==> src/design/pcc_pkg.sv <==
// ----------------------------------------------------------------------------
// pcc_pkg
// Shared types, constants and helpers for the picture clause classifier.
// ----------------------------------------------------------------------------
package pcc_pkg;

  // running counts saturate at the top of this width
  localparam int COUNT_BITS   = 16;
  localparam int LONG_BYTES   = 8;
  localparam int DOUBLE_BYTES = 8;
  // width of the count fields on the result channel
  localparam int OUT_W        = 16;

  typedef logic [COUNT_BITS-1:0] cnt_t;
  typedef logic [OUT_W-1:0]      out_t;

  localparam cnt_t CNT_MAX = {COUNT_BITS{1'b1}};

  // picture kinds
  typedef enum logic [1:0] {
    KIND_UNDEF   = 2'd0,
    KIND_STRING  = 2'd1,
    KIND_INTEGER = 2'd2,
    KIND_FLOAT   = 2'd3
  } kind_e;

  // picture characters
  localparam logic [7:0] CH_X     = 8'h78;
  localparam logic [7:0] CH_A     = 8'h61;
  localparam logic [7:0] CH_9     = 8'h39;
  localparam logic [7:0] CH_0     = 8'h30;
  localparam logic [7:0] CH_Z     = 8'h7A;
  localparam logic [7:0] CH_STAR  = 8'h2A;
  localparam logic [7:0] CH_S     = 8'h73;
  localparam logic [7:0] CH_P     = 8'h70;
  localparam logic [7:0] CH_V     = 8'h76;
  localparam logic [7:0] CH_B     = 8'h62;
  localparam logic [7:0] CH_DOT   = 8'h2E;
  localparam logic [7:0] CH_COMMA = 8'h2C;
  localparam logic [7:0] CH_SLASH = 8'h2F;
  localparam logic [7:0] CH_OPEN  = 8'h28;
  localparam logic [7:0] CH_CLOSE = 8'h29;

  // one picture character handed to the classifier core
  typedef struct packed {
    logic       valid;
    logic [7:0] pic_char;
    logic       last;
  } step_t;

  // one classification result
  typedef struct packed {
    kind_e kind;
    logic  error;
    out_t  subst_size;
    out_t  storage_size;
    out_t  digits_before;
    out_t  digits_after;
    out_t  filler_zeroes;
    logic  trailing_sign;
    out_t  expanded_length;
  } result_t;

  // saturating add of two counts
  function automatic cnt_t sat_add(cnt_t a, cnt_t b);
    logic [COUNT_BITS:0] s;
    s = {1'b0, a} + {1'b0, b};
    return s[COUNT_BITS] ? CNT_MAX : s[COUNT_BITS-1:0];
  endfunction

  // count to result field width
  function automatic out_t to_out(cnt_t c);
    return OUT_W'(c);
  endfunction

endpackage

==> src/design/pcc_core.sv <==
// ----------------------------------------------------------------------------
// pcc_core
// Running picture state: repeat counts, character counters and kind. Forms
// the result combinationally on the final character and clears for the next.
// ----------------------------------------------------------------------------
module pcc_core import pcc_pkg::*; (
  input  logic    clk_i,
  input  logic    rst_ni,
  input  step_t   step_i,
  output logic    res_valid_o,
  output result_t res_o
);

  logic [7:0] prev_char_q, prev_char_d;
  logic       prev_added_q, prev_added_d;
  logic       in_count_q, in_count_d;
  cnt_t       repeat_acc_q, repeat_acc_d;
  cnt_t       size_q, size_d;
  cnt_t       length_q, length_d;
  cnt_t       before_q, before_d;
  cnt_t       after_q, after_d;
  cnt_t       filler_q, filler_d;
  logic       after_point_q, after_point_d;
  kind_e      kind_q, kind_d;
  logic       sign_q, sign_d;

  logic [7:0]            c;
  logic                  is_digit;
  logic [COUNT_BITS+3:0] acc_wide;
  cnt_t                  acc_digit;
  logic [7:0]            eff_char;
  cnt_t                  eff_m;
  cnt_t                  storage;

  assign c        = step_i.pic_char;
  assign is_digit = (c >= CH_0) && (c <= CH_9);

  // repeat count times ten plus the new digit, saturated
  assign acc_wide  = ({4'b0, repeat_acc_q} << 3) + ({4'b0, repeat_acc_q} << 1)
                   + (COUNT_BITS + 4)'(c[3:0]);
  assign acc_digit = (|acc_wide[COUNT_BITS+3:COUNT_BITS]) ? CNT_MAX
                                                          : acc_wide[COUNT_BITS-1:0];

  // copies still owed by a count when the previous character is already in
  function automatic cnt_t owed(cnt_t n, logic added);
    if (added) begin
      return (n == '0) ? '0 : n - cnt_t'(1);
    end
    return n;
  endfunction

  // next state and result
  always_comb begin
    prev_char_d   = prev_char_q;
    prev_added_d  = prev_added_q;
    in_count_d    = in_count_q;
    repeat_acc_d  = repeat_acc_q;
    size_d        = size_q;
    length_d      = length_q;
    before_d      = before_q;
    after_d       = after_q;
    filler_d      = filler_q;
    after_point_d = after_point_q;
    kind_d        = kind_q;
    sign_d        = sign_q;
    eff_char      = c;
    eff_m         = '0;
    storage       = '0;
    res_valid_o   = 1'b0;
    res_o         = '0;

    if (step_i.valid) begin
      // pick the character to add and its multiplicity
      if (in_count_q) begin
        if (is_digit) begin
          repeat_acc_d = acc_digit;
          if (step_i.last) begin
            eff_char = prev_char_q;
            eff_m    = owed(acc_digit, prev_added_q);
          end
        end else begin
          eff_char     = prev_char_q;
          eff_m        = owed(repeat_acc_q, prev_added_q);
          prev_char_d  = c;
          prev_added_d = 1'b0;
          in_count_d   = 1'b0;
          repeat_acc_d = '0;
        end
      end else if (c == CH_OPEN) begin
        in_count_d   = 1'b1;
        repeat_acc_d = '0;
      end else if (c == CH_CLOSE) begin
        prev_char_d  = c;
        prev_added_d = 1'b0;
      end else begin
        eff_m        = cnt_t'(1);
        prev_char_d  = c;
        prev_added_d = 1'b1;
      end

      // character effects
      if (eff_m != '0) begin
        length_d = sat_add(length_q, eff_m);
        if (!(eff_char == CH_DOT || eff_char == CH_COMMA || eff_char == CH_SLASH ||
              eff_char == CH_B || eff_char == CH_0)) begin
          size_d = sat_add(size_q, eff_m);
        end
        priority if (eff_char == CH_X || eff_char == CH_A) begin
          kind_d = KIND_STRING;
        end else if (eff_char == CH_9 || eff_char == CH_0 || eff_char == CH_Z ||
                     eff_char == CH_STAR) begin
          if (kind_q == KIND_UNDEF) begin
            kind_d = KIND_INTEGER;
          end
          if (after_point_q) begin
            after_d = sat_add(after_q, eff_m);
          end else begin
            before_d = sat_add(before_q, eff_m);
          end
        end else if (eff_char == CH_S) begin
          sign_d = 1'b1;
        end else if (eff_char == CH_P) begin
          filler_d = sat_add(filler_q, eff_m);
        end else if (eff_char == CH_V) begin
          kind_d        = KIND_FLOAT;
          after_point_d = 1'b1;
        end else begin
          kind_d = kind_q;
        end
      end

      // result on the final character, then clear for the next picture
      if (step_i.last) begin
        unique case (kind_d)
          KIND_STRING:  storage = sat_add(size_d, cnt_t'(1));
          KIND_INTEGER: storage = cnt_t'(LONG_BYTES);
          KIND_FLOAT:   storage = cnt_t'(DOUBLE_BYTES);
          default:      storage = '0;
        endcase
        res_valid_o           = 1'b1;
        res_o.kind            = kind_d;
        res_o.error           = (kind_d == KIND_UNDEF);
        res_o.subst_size      = to_out(size_d);
        res_o.storage_size    = to_out(storage);
        res_o.digits_before   = to_out(before_d);
        res_o.digits_after    = to_out(after_d);
        res_o.filler_zeroes   = to_out(filler_d);
        res_o.trailing_sign   = sign_d;
        res_o.expanded_length = to_out(length_d);

        prev_char_d   = CH_X;
        prev_added_d  = 1'b0;
        in_count_d    = 1'b0;
        repeat_acc_d  = '0;
        size_d        = '0;
        length_d      = '0;
        before_d      = '0;
        after_d       = '0;
        filler_d      = '0;
        after_point_d = 1'b0;
        kind_d        = KIND_UNDEF;
        sign_d        = 1'b0;
      end
    end
  end

  // state registers
  always_ff @(posedge clk_i or negedge rst_ni) begin
    if (!rst_ni) begin
      prev_char_q   <= CH_X;
      prev_added_q  <= 1'b0;
      in_count_q    <= 1'b0;
      repeat_acc_q  <= '0;
      size_q        <= '0;
      length_q      <= '0;
      before_q      <= '0;
      after_q       <= '0;
      filler_q      <= '0;
      after_point_q <= 1'b0;
      kind_q        <= KIND_UNDEF;
      sign_q        <= 1'b0;
    end else begin
      prev_char_q   <= prev_char_d;
      prev_added_q  <= prev_added_d;
      in_count_q    <= in_count_d;
      repeat_acc_q  <= repeat_acc_d;
      size_q        <= size_d;
      length_q      <= length_d;
      before_q      <= before_d;
      after_q       <= after_d;
      filler_q      <= filler_d;
      after_point_q <= after_point_d;
      kind_q        <= kind_d;
      sign_q        <= sign_d;
    end
  end

endmodule

==> src/design/picture_clause_classifier_top.sv <==
// ----------------------------------------------------------------------------
// picture_clause_classifier_top
// Classifies a picture-format string fed one character per transaction.
// ----------------------------------------------------------------------------
// Usage:
//   Input channel (in_valid_i / in_ready_o) carries one picture character and
//   a last flag per transaction. A count in parentheses repeats the previous
//   character. Output channel (out_valid_o / out_ready_i) carries one result
//   transaction per picture, formed on the character marked last.
//   A character is registered at the input, processed combinationally by
//   the core, and its result is registered at the output (out_valid_o).
//   Throughput: one character per cycle unless the receiver stalls; the
//   core updates its state once per accepted character.
//   Reset clears all picture state (previous character back to x) and empties
//   both registers. When the receiver stalls, the held result blocks the core
//   and in_ready_o drops as soon as a character waits in the input register;
//   nothing is lost or repeated.
// ----------------------------------------------------------------------------
module picture_clause_classifier_top import pcc_pkg::*; (
  input  logic        clk_i,
  input  logic        rst_ni,
  input  logic        in_valid_i,
  output logic        in_ready_o,
  input  logic [7:0]  pic_char_i,
  input  logic        last_i,
  output logic        out_valid_o,
  input  logic        out_ready_i,
  output logic [1:0]  kind_o,
  output logic        error_o,
  output logic [15:0] subst_size_o,
  output logic [15:0] storage_size_o,
  output logic [15:0] digits_before_o,
  output logic [15:0] digits_after_o,
  output logic [15:0] filler_zeroes_o,
  output logic        trailing_sign_o,
  output logic [15:0] expanded_length_o
);

  logic       in_valid_q;
  logic [7:0] char_q;
  logic       last_q;
  logic       out_valid_q;
  result_t    res_q;
  logic       advance;
  step_t      step;
  logic       res_valid;
  result_t    res;

  // core moves when the result register is free or being drained
  assign advance    = !out_valid_q || out_ready_i;
  assign in_ready_o = !in_valid_q || advance;

  assign step.valid    = in_valid_q && advance;
  assign step.pic_char = char_q;
  assign step.last     = last_q;

  // input register
  always_ff @(posedge clk_i or negedge rst_ni) begin
    if (!rst_ni) begin
      in_valid_q <= 1'b0;
    end else if (in_ready_o) begin
      in_valid_q <= in_valid_i;
    end
  end

  always_ff @(posedge clk_i) begin
    if (in_valid_i && in_ready_o) begin
      char_q <= pic_char_i;
      last_q <= last_i;
    end
  end

  pcc_core u_core (
    .clk_i       (clk_i),
    .rst_ni      (rst_ni),
    .step_i      (step),
    .res_valid_o (res_valid),
    .res_o       (res)
  );

  // result register
  always_ff @(posedge clk_i or negedge rst_ni) begin
    if (!rst_ni) begin
      out_valid_q <= 1'b0;
    end else if (advance) begin
      out_valid_q <= res_valid;
    end
  end

  always_ff @(posedge clk_i) begin
    if (advance && res_valid) begin
      res_q <= res;
    end
  end

  assign out_valid_o       = out_valid_q;
  assign kind_o            = res_q.kind;
  assign error_o           = res_q.error;
  assign subst_size_o      = res_q.subst_size;
  assign storage_size_o    = res_q.storage_size;
  assign digits_before_o   = res_q.digits_before;
  assign digits_after_o    = res_q.digits_after;
  assign filler_zeroes_o   = res_q.filler_zeroes;
  assign trailing_sign_o   = res_q.trailing_sign;
  assign expanded_length_o = res_q.expanded_length;

endmodule

==> config.mk <==
export PLATFORM = sky130hd
export DESIGN_NAME = picture_clause_classifier_top
export DESIGN_NICKNAME = d
export VERILOG_FILES = /design/src/design/pcc_pkg.sv /design/src/design/pcc_core.sv /design/src/design/picture_clause_classifier_top.sv
export SDC_FILE = /design/constraint.sdc
export NUM_CORES = 1
export LEC_CHECK = 0
export BUFFER_PORTS_ARGS = -buffer_cell sky130_fd_sc_hd__clkbuf_2
export CAP_MARGIN = 40
export CORE_MARGIN = 2
export CORE_UTILIZATION = 30
export DETAILED_ROUTE_END_ITERATION = 16
export GPL_ROUTABILITY_DRIVEN = 1
export SYNTH_ARGS = -nofsm -noshare
export SYNTH_HDL_FRONTEND = slang
export SYNTH_SLANG_ARGS = --single-unit
==> constraint.sdc <==
create_clock -name clk_i -period 13.8 [get_ports clk_i]
set_clock_uncertainty 0.1 [all_clocks]
set_input_delay 1.38 -clock clk_i [delete_from_list [all_inputs] [get_ports clk_i]]
set_output_delay 1.38 -clock clk_i [all_outputs]
set_load 0.02 [all_outputs]
Yosys cells after proc, flatten, opt, wreduce, memory -nomap -nowiden --
Cells that the tools add are included. W data, S select, Z words.
Word-level totals: bits in registers 221
Operators by class: $add $sub $neg 10, order comparisons 2, eq/ne operators 24, muxes and demuxes 94, reductions and logical operators 30
Operators by type and width (number):
- $mux W16 | 44
- $add A16 B16 Y17 | 5
- $eq A8 B6 Y1 const B | 8
- $mux W8 | 8
- $eq A8 B7 Y1 const B | 7
- $logic_not A16 Y1 | 2
- $mux W1 | 32
- $pmux W16 S2 | 1
- $sub A16 B1 Y16 const B | 2
- $add A19 B17 Y20 | 1
- $add A20 B4 Y20 | 1
- $mux W2 | 9
- $add A16 B1 Y17 const B | 1
- $reduce_bool A16 Y1 | 1
- $logic_or A1 B1 Y1 | 10
- $ge A8 B6 Y1 const B | 1
- $le A8 B6 Y1 const B | 1
- $ne A2 B2 Y1 const B | 4
- $reduce_and A7 Y1 | 1
- $eq A2 B2 Y1 const B | 2
- $logic_and A1 B1 Y1 | 4
- $logic_not A2 Y1 | 2
- $reduce_and A2 Y1 | 2
- $reduce_bool A2 Y1 | 2
- 8 further kinds | 9

Longest topological paths before layout --
Gate-level depths: netlist of the first run.
depth after elaboration 20, gate-level depth with buffers 44

Modules after synthesis --
A second synthesis of the first run with hierarchy kept.
Unflattened totals: cells, all modules 1788, area total of the unflattened synthesis 16044.1 um^2
By module, submodules not included:
- pcc_core | times used 1, cells an instance 1670, area each 12660.9 um^2, seq. area each 2757.6 um^2
- picture_clause_classifier_top | times used 1, cells an instance 118, area each 3383.2 um^2, seq. area each 3323.2 um^2

Least setup slack after synthesis of the first run --
OpenSTA, ideal clock, no wires.
path kind register to register, from reg u_core.repeat_acc_q[2], to reg res_q, in the netlist storage_size_o[14], data pin, arrival time 8.192 ns, required time 13.437 ns, path slack 5.245 ns, cell stages (with the launch flop) 43, path through dfrtp_1 -> inv_1 -> fa_1 -> inv_1 -> ha_1 -> a21oi_1 -> o211a_4 -> o221ai_1 -> o311ai_0 -> o31ai_1 -> a211o_1 -> clkbuf_1 -> clkbuf_1 -> clkbuf_1 -> nor2_1 -> ha_1 -> nand2_1 -> a21oi_1 -> [... 7 more ...] -> a21oi_1 -> o21bai_1 -> a21oi_1 -> o31ai_1 -> a41oi_1 -> a21oi_1 -> a21o_1 -> o21ai_1 -> clkbuf_1 -> nand3b_1 -> o21ai_0 -> inv_1 -> ha_1 -> and3_1 -> a2bb2oi_1 -> or4_4 -> o21a_1 -> nor3_1
Between the ends: cells in the longest elaborated chain, start to end 20, elaborated cells between the ends (all ways) 33, those cells by class 6 x add/sub; 3 x eq/ne; 19 x mux; 5 x reduce/logical
Ends and longest elaborated chain:
- start, declared | RTL line pcc_core.sv:17 | cnt_t repeat_acc_q, repeat_acc_d;
- start signal, assigned | RTL line pcc_core.sv:186 | repeat_acc_q <= repeat_acc_d;
- $add A19 B17 Y20 | RTL line pcc_core.sv:39 | assign acc_wide = ({4'b0, repeat_acc_q} << 3) + ({4'b0, repeat_acc_q} << 1)
- $add A20 B4 Y20 | RTL line pcc_core.sv:40 | + (COUNT_BITS + 4)'(c[3:0]);
- $reduce_or A4 Y1 | RTL line pcc_core.sv:41 | assign acc_digit = (|acc_wide[COUNT_BITS+3:COUNT_BITS]) ? CNT_MAX
- $mux W16 | RTL line pcc_core.sv:41
- $sub A16 B1 Y16 / $logic_not A16 Y1 (equally long branches) | RTL line pcc_core.sv:47 | return (n == '0) ? '0 : n - cnt_t'(1);
- $mux W16 | RTL line pcc_core.sv:47
- $mux W16 | RTL line pcc_core.sv:46 | if (added) begin
- $mux W16 | RTL line pcc_core.sv:49 | return n;
- [... 4 more ...]
- $add A16 B16 Y17 | RTL line pcc_pkg.sv:67 | s = {1'b0, a} + {1'b0, b};
- $mux W16 | RTL line pcc_pkg.sv:68 | return s[COUNT_BITS] ? CNT_MAX : s[COUNT_BITS-1:0];
- $mux W16 | RTL line pcc_core.sv:104 | if (!(eff_char == CH_DOT || eff_char == CH_COMMA || eff_char == CH_SLASH ||
- $mux W16 | RTL line pcc_core.sv:102 | if (eff_m != '0) begin
- $mux W16 | RTL line pcc_core.sv:72 | if (step_i.valid) begin
- $add A16 B1 Y17 | RTL line pcc_pkg.sv:67
- $mux W16 | RTL line pcc_pkg.sv:68
- $pmux W16 S2 * | RTL line pcc_core.sv:134 | unique case (kind_d)
- end signal, assigned | RTL line picture_clause_classifier_top.sv:92 | res_q <= res;
- end, declared | RTL line picture_clause_classifier_top.sv:43 | result_t res_q;
Mark *: on every way between the ends. The rest lies on a longest branch, timed or not. The select of a mux whose other input is x is not followed. A chain may end at the register's enable or synchronous reset.

Worst setup path in the final report of the first run --
from reg u_core.repeat_acc_q[2], to reg res_q, in the netlist storage_size_o[3], data pin
The elaborated chain is that of the path after synthesis.

==> run summary, run 1 <==
PwrDens - 125.5 nW/µm²
Sw Ratio - 0.3636
largest cells by area after synthesis - edfxtp_1, dfrtp_1, ha_1
Die Height - 232.9 µm
Worst-path clk slew - 60 ps
H-tree Lvls - 1
Syn Inst Count - 1710
crit path DAT - 9900 ps
Slew Viols, Final - 0
Worst EP required - 13960 ps
slew margin rel. - 0.4074
Final Hold Fails - 0
worst vdd ir - 0.06472 mV
Ant. Diodes - 0
Clock Latency Late Sink - 560 ps
dpl hpwl - 34.09 mm
share of the synthesized area in the top cell type - 0.2082
CTS buffer count - 27
logic gate share of total power - 0.320
Starting Density - 0.3046
Int Pwr - 1435 µW
crit path buf inv count - 6
NetSw - 819.5 µW
Worst Hold Class - flop to flop
area of the core - 51610 µm²
sequential area share after synthesis - 0.3867
final core occ - 0.3479
die area - 54260 µm²
WL/cell - 18.69 µm
max_cap viols - 0
CTS tree - yes
IO Count - 115
FILL cells - 5224
YS warnings - 0
Post-CTS Setup Inserts - 0
Layout area overhead - 14.21%
Final min period - 9735 ps
vias per cell - 5.455
Placed Cells - 2457
Syn Std Cell Area - 15720 µm²
Post-Syn Area per Cell - 9.195 µm²
CP Launch Type - flop
Vias - 13680
Routed Antenna Nets - 0
DIE WIDTH - 232.9 µm
most frequent CP cell - a21oi_1
Synth Flop Type - edfxtp_1
Starting DRT DRC Count - 1111
post-route setup TNS - 0 ps
EDFF count, synth - 109
#FFs+latches synth - 221
total global-route track usage - 0.1717
CP peak stage delay - 610 ps
WS Path Type - flop to flop
fin crit share - 0.7054
final setup vio count - 0
top cells by count, synth - nor2_1, o21ai_0, nand2_1
layout cell share with drive strength beyond 1 - 0.1412
most frequent cell after synthesis - nor2_1
Cell variety after synth - 94
gpl congestion - 0.9260
clock sink total - 221
initial antenna violation count - 0
total gr overflow - 0
drt pass-1 iters - 5
Lkg Pwr - 0.007955 µW
endpoint class of the critical path - flop
outcome - completed
RSZ-0062 raised after global routing - false
largest area contributor in the netlist - edfxtp_1
Syn Nets - 1845
upper clock frequency limit - 102.7 MHz
PortBufs - 114
DRC errors left - 0
sequential share of power - 0.377
Clk network pwr share - 0.303
drt total wl - 46.85 mm
Hold-fix buffers, CTS - 0
CTS Buffer Depth - 3
pin count of the biggest net entering global routing - 75
CP max-delay cell - a221oi_2
non-filler cells, final - 2507
CP top delay family - compound AO/OA/AOI/OAI gates
global-route wire length before repair - 74.51 mm
Slew @ Worst Pin - 888.9 ps
Resize count post-CTS - 0
Row Count - 83
# nets final - 1941
async set or reset register ratio after synthesis - 0.5068
vias in the first global route - 13290
CP Max Fanout - 38
CTS root buf - clkbuf_16
==> layout by cell type, fill, tap and decap left out, types with 8 or more instances in the layout <==
cell type | Yosys | final
edfxtp_1 | 109 | 109
o31ai_1 | 8 | 8
o21ai_0 | 166 | 165
nand3_1 | 40 | 40
nor4_1 | 9 | 9
or3_1 | 13 | 13
nand3b_1 | 8 | 8
xnor2_1 | 50 | 50
a22o_1 | 10 | 10
nor2b_1 | 34 | 34
o21a_1 | 22 | 22
nand2_1 | 143 | 141
a21oi_1 | 110 | 110
o221a_2 | 26 | 26
a22oi_1 | 17 | 17
a31oi_1 | 18 | 18
inv_1 | 64 | 63
nor3_1 | 41 | 41
buf_4 | 1 | 32
o22ai_1 | 11 | 11
a21o_1 | 26 | 26
o211ai_1 | 8 | 8
nand2b_1 | 27 | 27
mux2i_1 | 27 | 27
clkbuf_2 | 0 | 113
and3_1 | 15 | 15
and2_1 | 15 | 15
nor2_1 | 168 | 168
xor2_1 | 46 | 46
a21boi_0 | 20 | 19
clkbuf_16 | 0 | 28
ha_1 | 115 | 115
dfrtp_1 | 108 | 108
==> worst paths after layout <==
check                                        from                  to  slack (ps)  cells after the start
max in group asynchronous                  rst_ni  u_core.before_q[5]       11870                      2
min reg2reg                         u_core.sign_q       u_core.sign_q         400                      2
max reg2reg                u_core.repeat_acc_q[2]   storage_size_o[3]        4070                     40
max                        u_core.repeat_acc_q[2]   storage_size_o[3]        4070                     40
min in group asynchronous                  rst_ni  u_core.after_q[10]         660                      1
min                                 u_core.sign_q       u_core.sign_q         400                      2
==> registers in the layout, indices dropped and copies added, names as in the netlist, 2 cells and up <==
| signal | cells |
|---|---|
| subst_size_o | 16 |
| u_core.size_q | 16 |
| u_core.after_q | 16 |
| u_core.prev_char_q | 8 |
| filler_zeroes_o | 16 |
| kind_o | 2 |
| char_q | 8 |
| digits_after_o | 16 |
| digits_before_o | 16 |
| u_core.repeat_acc_q | 16 |
| expanded_length_o | 16 |
| u_core.length_q | 16 |
| storage_size_o | 16 |
| u_core.before_q | 16 |
| u_core.kind_q | 2 |
| u_core.filler_q | 16 |
==> per-stage QoR <==
step | cell area [µm²] | hold WS, ps | power [µW] | setup slack (ps)
3_5_place_dp | 17120 | 378.4 | 1576 | 4259
5_1_grt | 17960 | 422.3 | 2393 | 3214
6_report | 17960 | 395.7 | 2254 | 4065
2_1_floorplan | 15720 | 350.6 | 1374 | 5245
4_1_cts | 17960 | 389.8 | 2271 | 4191
3_3_place_gp | 17050 | 368.9 | 1558 | 4619
==> cell families after synthesis <==
family / Yosys count / synth area share
XOR/XNOR: 96 / 0.05347
AO/OA/AOI/OAI: 536 / 0.2293
buffers and inverters: 148 / 0.03772
multiplexers: 33 / 0.02172
AND/OR/NAND/NOR: 554 / 0.1706
flip-flops: 221 / 0.3867
adder cells (fa/ha/maj): 122 / 0.1004
==> power by group through the flow <==
stage | Combinational (µW) | Clock, µW | Sequential, µW
finish | 721 | 684 | 849
floorplan | 513 | 0 | 861
detailed placement | 716 | 0 | 860
CTS | 720 | 702 | 848
global placement | 701 | 0 | 858
global route | 805 | 728 | 860
==> routing by layer <==
metal  vias to the layer above  wire length [µm]  track usage
li1                       6514                 -            -
met1                      6646             21410       0.2374
met2                       414             21100       0.2679
met3                       102              2413      0.02439
met4                         0              1929      0.07166
met5                         -                 0            0
==> cell type report <==
cell class                 count  area [µm²]  share of cell area
sequential                   221        6081              0.3386
clock buffer                  35       747.0             0.04159
inverter                      65       246.5             0.01373
tap                          680       850.8             0.04738
clock inverter                15       96.34            0.005365
multi-input combinational   1341        9069              0.5050
timing repair buffer         150       868.3             0.04835
==> tightest hold or removal path: cells and delay by family (launching register included) <==
kind | cells | cell delay (ps)
DFF | 1 | 340
AOI/OAI and AO/OA | 1 | 50
and+or+nand+nor | 1 | 70
No activity file was read; power rests on OpenSTA's default activity.
==> inputs of run 2 (changes only) <==
==> constraint.sdc (replaced) <==
create_clock -name clk_i -period 7.8 [get_ports clk_i]
set_clock_uncertainty 0.1 [all_clocks]
set_input_delay 0.78 -clock clk_i [delete_from_list [all_inputs] [get_ports clk_i]]
set_output_delay 0.78 -clock clk_i [all_outputs]
set_load 0.02 [all_outputs]
==> run 2 against run 1 <==
  * Sequential power up 78%
  * Routed wire length increased by 6.0%
  * Setup slack got worse by 3800 ps
  * Final area grew 8.1%
  * Fmax up 29%
  * Global-route usage up 0.65 points
  * Power grew 86%
  * Non-clock buffer count grew 139
  * Via count is 3.0% higher
  * Clock power rose by 84%
  * Combinational power up 97%
==> run summary, run 2 (synthesis results as in run 1) <==
Clock Latency Late Sink - 550 ps
Hold-fix buffers, CTS - 0
crit path DAT - 7830 ps
RSZ-0062 raised after global routing - true
sequential share of power - 0.360
final setup vio count - 0
IO Count - 115
final core occ - 0.3761
met2 global-route usage - 0.2813
endpoint class of the critical path - flop
WL/cell - 18.77 µm
slew margin rel. - 0.4258
drt pass-1 iters - 5
CTS root buf - clkbuf_16
outcome - completed
Ant. Diodes - 0
Worst Hold Class - input port to asynchronous set/reset pin
worst vdd ir - 0.1278 mV
upper clock frequency limit - 132.5 MHz
fin area - 19410 µm²
Slew @ Worst Pin - 861.3 ps
Vias - 14090
NetSw - 1514 µW
routing usage on met1 - 0.2546
met3 Track Usage GR - 0.02721
Lkg Pwr - 0.008700 µW
CP Max Fanout - 4
max_cap viols - 0
Starting Density - 0.3046
gpl congestion - 0.9253
CP startpoint - u_core.repeat_acc_q[2]
most frequent cells in the layout - nor2_1, buf_4, o21ai_0, nand2_1, clkbuf_2
CTS Buffer Depth - 3
CP Launch Type - flop
PwrDens - 215.7 nW/µm²
layout cell share with drive strength beyond 1 - 0.2341
WS Path Type - flop to flop
CTS tree - yes
global-route wire length before repair - 76.49 mm
worst slack, placed - -155.3 ps
Placed Cells - 2583
Final Hold Fails - 0
fin crit share - 0.9678
DRC errors left - 0
dpl hpwl - 37.13 mm
vias per cell - 5.326
post-route setup slack - 251.5 ps
Final min period - 7548 ps
FILL cells - 5114
busiest grt layer - met2
initial antenna violation count - 2
total global-route track usage - 0.1782
Clk network pwr share - 0.300
drt total wl - 49.65 mm
Row Count - 83
PortBufs - 114
Sw Ratio - 0.3617
total gr overflow - 0
non-filler cells, final - 2645
vias in the first global route - 13510
Worst-path clk slew - 60 ps
clock sink total - 221
H-tree Lvls - 1
Routed Antenna Nets - 0
CTS buffer count - 27
most frequent CP cell - a21oi_2
CP peak stage delay - 580 ps
Worst EP required - 8080 ps
Layout area overhead - 23.45%
Int Pwr - 2672 µW
Area after DPL - 18150 µm²
pin count of the biggest net entering global routing - 57
CP max-delay cell - fa_1
area of the core - 51610 µm²
# nets final - 2080
Starting DRT DRC Count - 1027
Slew Viols, Final - 0
R2R Path Start - u_core.repeat_acc_q[2]
DIE WIDTH - 232.9 µm
Die Height - 232.9 µm
logic gate share of total power - 0.340
die area - 54260 µm²
-- run 2: per-stage QoR --
stage / total power, µW / TNS (ps) / hold WS (ps)
CTS: 4168 / 0 / 179.1
finish: 4186 / 0 / 170.4
floorplan: 2438 / 0 / 350.6
global placement: 2859 / -65.41 / 369.4
detailed placement: 2890 / -2828 / 388.7
global route: 4415 / -2884 / 221.0
-- run 2: cell type report --
type | instances | area, µm² | share of cell area
timing repair buffer | 289 | 1957 | 0.1008
clock inverter | 16 | 156.4 | 0.008057
clock buffer | 33 | 718.2 | 0.03700
tap | 680 | 850.8 | 0.04383
multi-input combinational | 1341 | 9402 | 0.4843
sequential | 221 | 6081 | 0.3133
inverter | 65 | 246.5 | 0.01270
-- run 2: worst paths after layout --
path / endpoint / slack (ps) / depth (start not counted)
setup / recovery: storage_size_o[10] / 250 / 38
hold / removal: u_core.size_q[8] / 170 / 1
setup reg to reg: storage_size_o[10] / 250 / 38
hold reg to reg: u_core.kind_q[1] / 410 / 2
max in group asynchronous: u_core.prev_char_q[4] / 6290 / 3
min in group clk_i: last_q / 310 / 1
-- run 2: critical path, delay by kind of cell, from the launching register on --
family / cells / cell delay [ps]
flip-flops: 1 / 340
multiplexers: 1 / 190
AND/OR/NAND/NOR: 6 / 660
buffers and inverters: 5 / 550
adder cells (fa/ha/maj): 6 / 1810
AO/OA/AOI/OAI: 20 / 3680
-- run 2: metal layers --
metal | wire (µm) | vias to the layer above
li1 | - | 6794
met1 | 23160 | 6882
met2 | 22700 | 352
met3 | 2734 | 59
met4 | 1046 | 0
met5 | 0 | -
-- run 2: power groups by stage --
| stage | combinational, µW | sequential [µW] | clock, µW |
|---|---|---|---|
| detailed placement | 1370 | 1520 | 0 |
| finish | 1420 | 1510 | 1260 |
| global placement | 1340 | 1520 | 0 |
| global route | 1570 | 1520 | 1320 |
| floorplan | 914 | 1520 | 0 |
| CTS | 1380 | 1500 | 1280 |
-- run 2: timing repair --
item	4_1_cts	5_1_grt
setup endpoints to repair	80	150
cloned	0	1
resized for setup	10	88
pin swaps	9	42
buffers inserted	2	10
==> inputs of run 3 (changes only) <==
--- a/config.mk
+++ b/config.mk
@@ -7,6 +7,7 @@
 export LEC_CHECK = 0
 export BUFFER_PORTS_ARGS = -buffer_cell sky130_fd_sc_hd__clkbuf_2
 export CAP_MARGIN = 40
+export CORE_ASPECT_RATIO = 1.4
 export CORE_MARGIN = 2
 export CORE_UTILIZATION = 30
 export DETAILED_ROUTE_END_ITERATION = 16
==> run 3 against run 2 <==
  * Critical path depth is 1 lower
  * Setup slack better by 78 ps
  * Sequential power hardly changed
  * Combinational power hardly changed
  * Routed wire length is 0.16% higher
  * Cell count is 0.95% lower
  * Hold slack better by 20 ps
  * Non-clock buffer count is 7 higher
  * Clock power is 18% lower
  * Die area hardly changed
  * First-iteration DRC count is 25% lower
  * Utilization is 0.57 points lower
  * Largest power group unchanged
==> run summary, run 3 (synthesis results as in run 1) <==
PwrDens - 206.8 nW/µm²
global-route wire length before repair - 76.82 mm
Worst EP required - 8070 ps
drt total wl - 49.73 mm
worst vdd ir - 0.1395 mV
CP Max Fanout - 5
RSZ-0062 raised after global routing - true
CTS buffer count - 23
Layout area overhead - 22.25%
max_cap viols - 0
FILL cells - 5176
Ant. Diodes - 0
Worst Hold Class - input port to asynchronous set/reset pin
clock sink total - 221
Lkg Pwr - 0.008606 µW
PortBufs - 114
DRC errors left - 0
upper clock frequency limit - 133.9 MHz
CP max-delay cell - dfrtp_1
CTS tree - yes
Slew Viols, Final - 0
Row Count - 99
most frequent CP cell - a21oi_2
die area - 54290 µm²
initial antenna violation count - 1
CP Launch Type - flop
IO Count - 115
crit path DAT - 7740 ps
Routed Antenna Nets - 0
CTS Buffer Depth - 3
gpl congestion - 0.9645
Power Total - 3976 µW
most frequent cells in the layout - buf_4, nor2_1, o21ai_0, nand2_1, clkbuf_2
# nets final - 2083
Starting DRT DRC Count - 768
fin crit share - 0.9577
DIE WIDTH - 197.5 µm
Starting Density - 0.3030
CP peak stage delay - 440 ps
H-tree Lvls - 1
area of the core - 51900 µm²
slew margin rel. - 0.4694
Worst-path clk slew - 70 ps
post-route setup slack - 329.6 ps
Clock Latency Late Sink - 530 ps
Final min period - 7470 ps
Die Height - 274.9 µm
worst slack, placed - -94.88 ps
WS Path Type - flop to flop
total global-route track usage - 0.1789
final setup vio count - 0
fin area - 19220 µm²
total gr overflow - 0
layout cell share with drive strength beyond 1 - 0.2307
drt pass-1 iters - 5
Vias - 14070
vias in the first global route - 14260
CTS root buf - clkbuf_16
commonest non-fill, non-tap cell in the layout - buf_4
Slew @ Worst Pin - 775.8 ps
vias per cell - 5.371
WL/cell - 18.98 µm
pin count of the biggest net entering global routing - 67
outcome - completed
Area after DPL - 18220 µm²
dpl hpwl - 37.98 mm
Final Hold Fails - 0
endpoint class of the critical path - flop
-- run 3: final cells by class --
type | instances | area (µm²) | share of cell area
Inverter | 65 | 246.5 | 0.01282
Tap cell | 656 | 820.8 | 0.04270
Multi-Input combinational cell | 1341 | 9380 | 0.4880
Clock inverter | 16 | 87.58 | 0.004556
Timing Repair Buffer | 296 | 2021 | 0.1051
Clock buffer | 25 | 583.1 | 0.03033
Sequential cell | 221 | 6083 | 0.3165
-- run 3: worst max-delay path: cells and delay by family, from the launching register on --
family	cells	cell delay, ps
flip-flops	1	440
adder cells (fa/ha/maj)	6	1540
buffers and inverters	3	380
AO/OA/AOI/OAI	20	3650
AND/OR/NAND/NOR	7	980
multiplexers	1	170
-- run 3: routing by layer --
layer | GRT usage | vias up | share of wire
met1 | 0.1954 | 6811 | 0.39
met5 | 0 | - | 0.00026
li1 | - | 6786 | -
met4 | 0.1120 | 2 | 0.064
met2 | 0.3309 | 336 | 0.52
met3 | 0.01765 | 138 | 0.034
-- run 3: final timing paths --
path / start / to / slack, ps / depth (start not counted)
max in group asynchronous: rst_ni / u_core.before_q[15] / 6270 / 3
min in group clk_i: pic_char_i[0] / char_q[0] / 320 / 1
min: rst_ni / u_core.before_q[12] / 190 / 1
max: u_core.repeat_acc_q[8] / storage_size_o[6] / 330 / 37
min reg2reg: u_core.prev_char_q[7] / u_core.prev_char_q[7] / 410 / 1
max reg2reg: u_core.repeat_acc_q[8] / storage_size_o[6] / 330 / 37
-- run 3: repair_timing --
| action | 4_1_cts | 5_1_grt |
|---|---|---|
| gates cloned | 0 | 1 |
| setup buffers | 0 | 8 |
| gates resized for setup | 4 | 81 |
| setup endpoints to repair | 66 | 144 |
| pin swaps | 1 | 34 |
| hold buffers | 0 | 0 |
-- run 3: per-stage QoR --
stage	std cells	util	TNS [ps]	hold slack (ps)
floorplan	1710	-	0	350.6
global placement	2565	0.3497	-5.016	380.7
global route	2620	0.3704	-536.6	229.6
finish	2620	0.3704	0	190.9
detailed placement	2570	0.3510	-1341	393.0
CTS	2611	0.3641	0	193.8
-- run 3: where the power goes --
group          internal (µW)  switching, µW
Combinational            589            851
Sequential              1370            133
Clock                    543            488
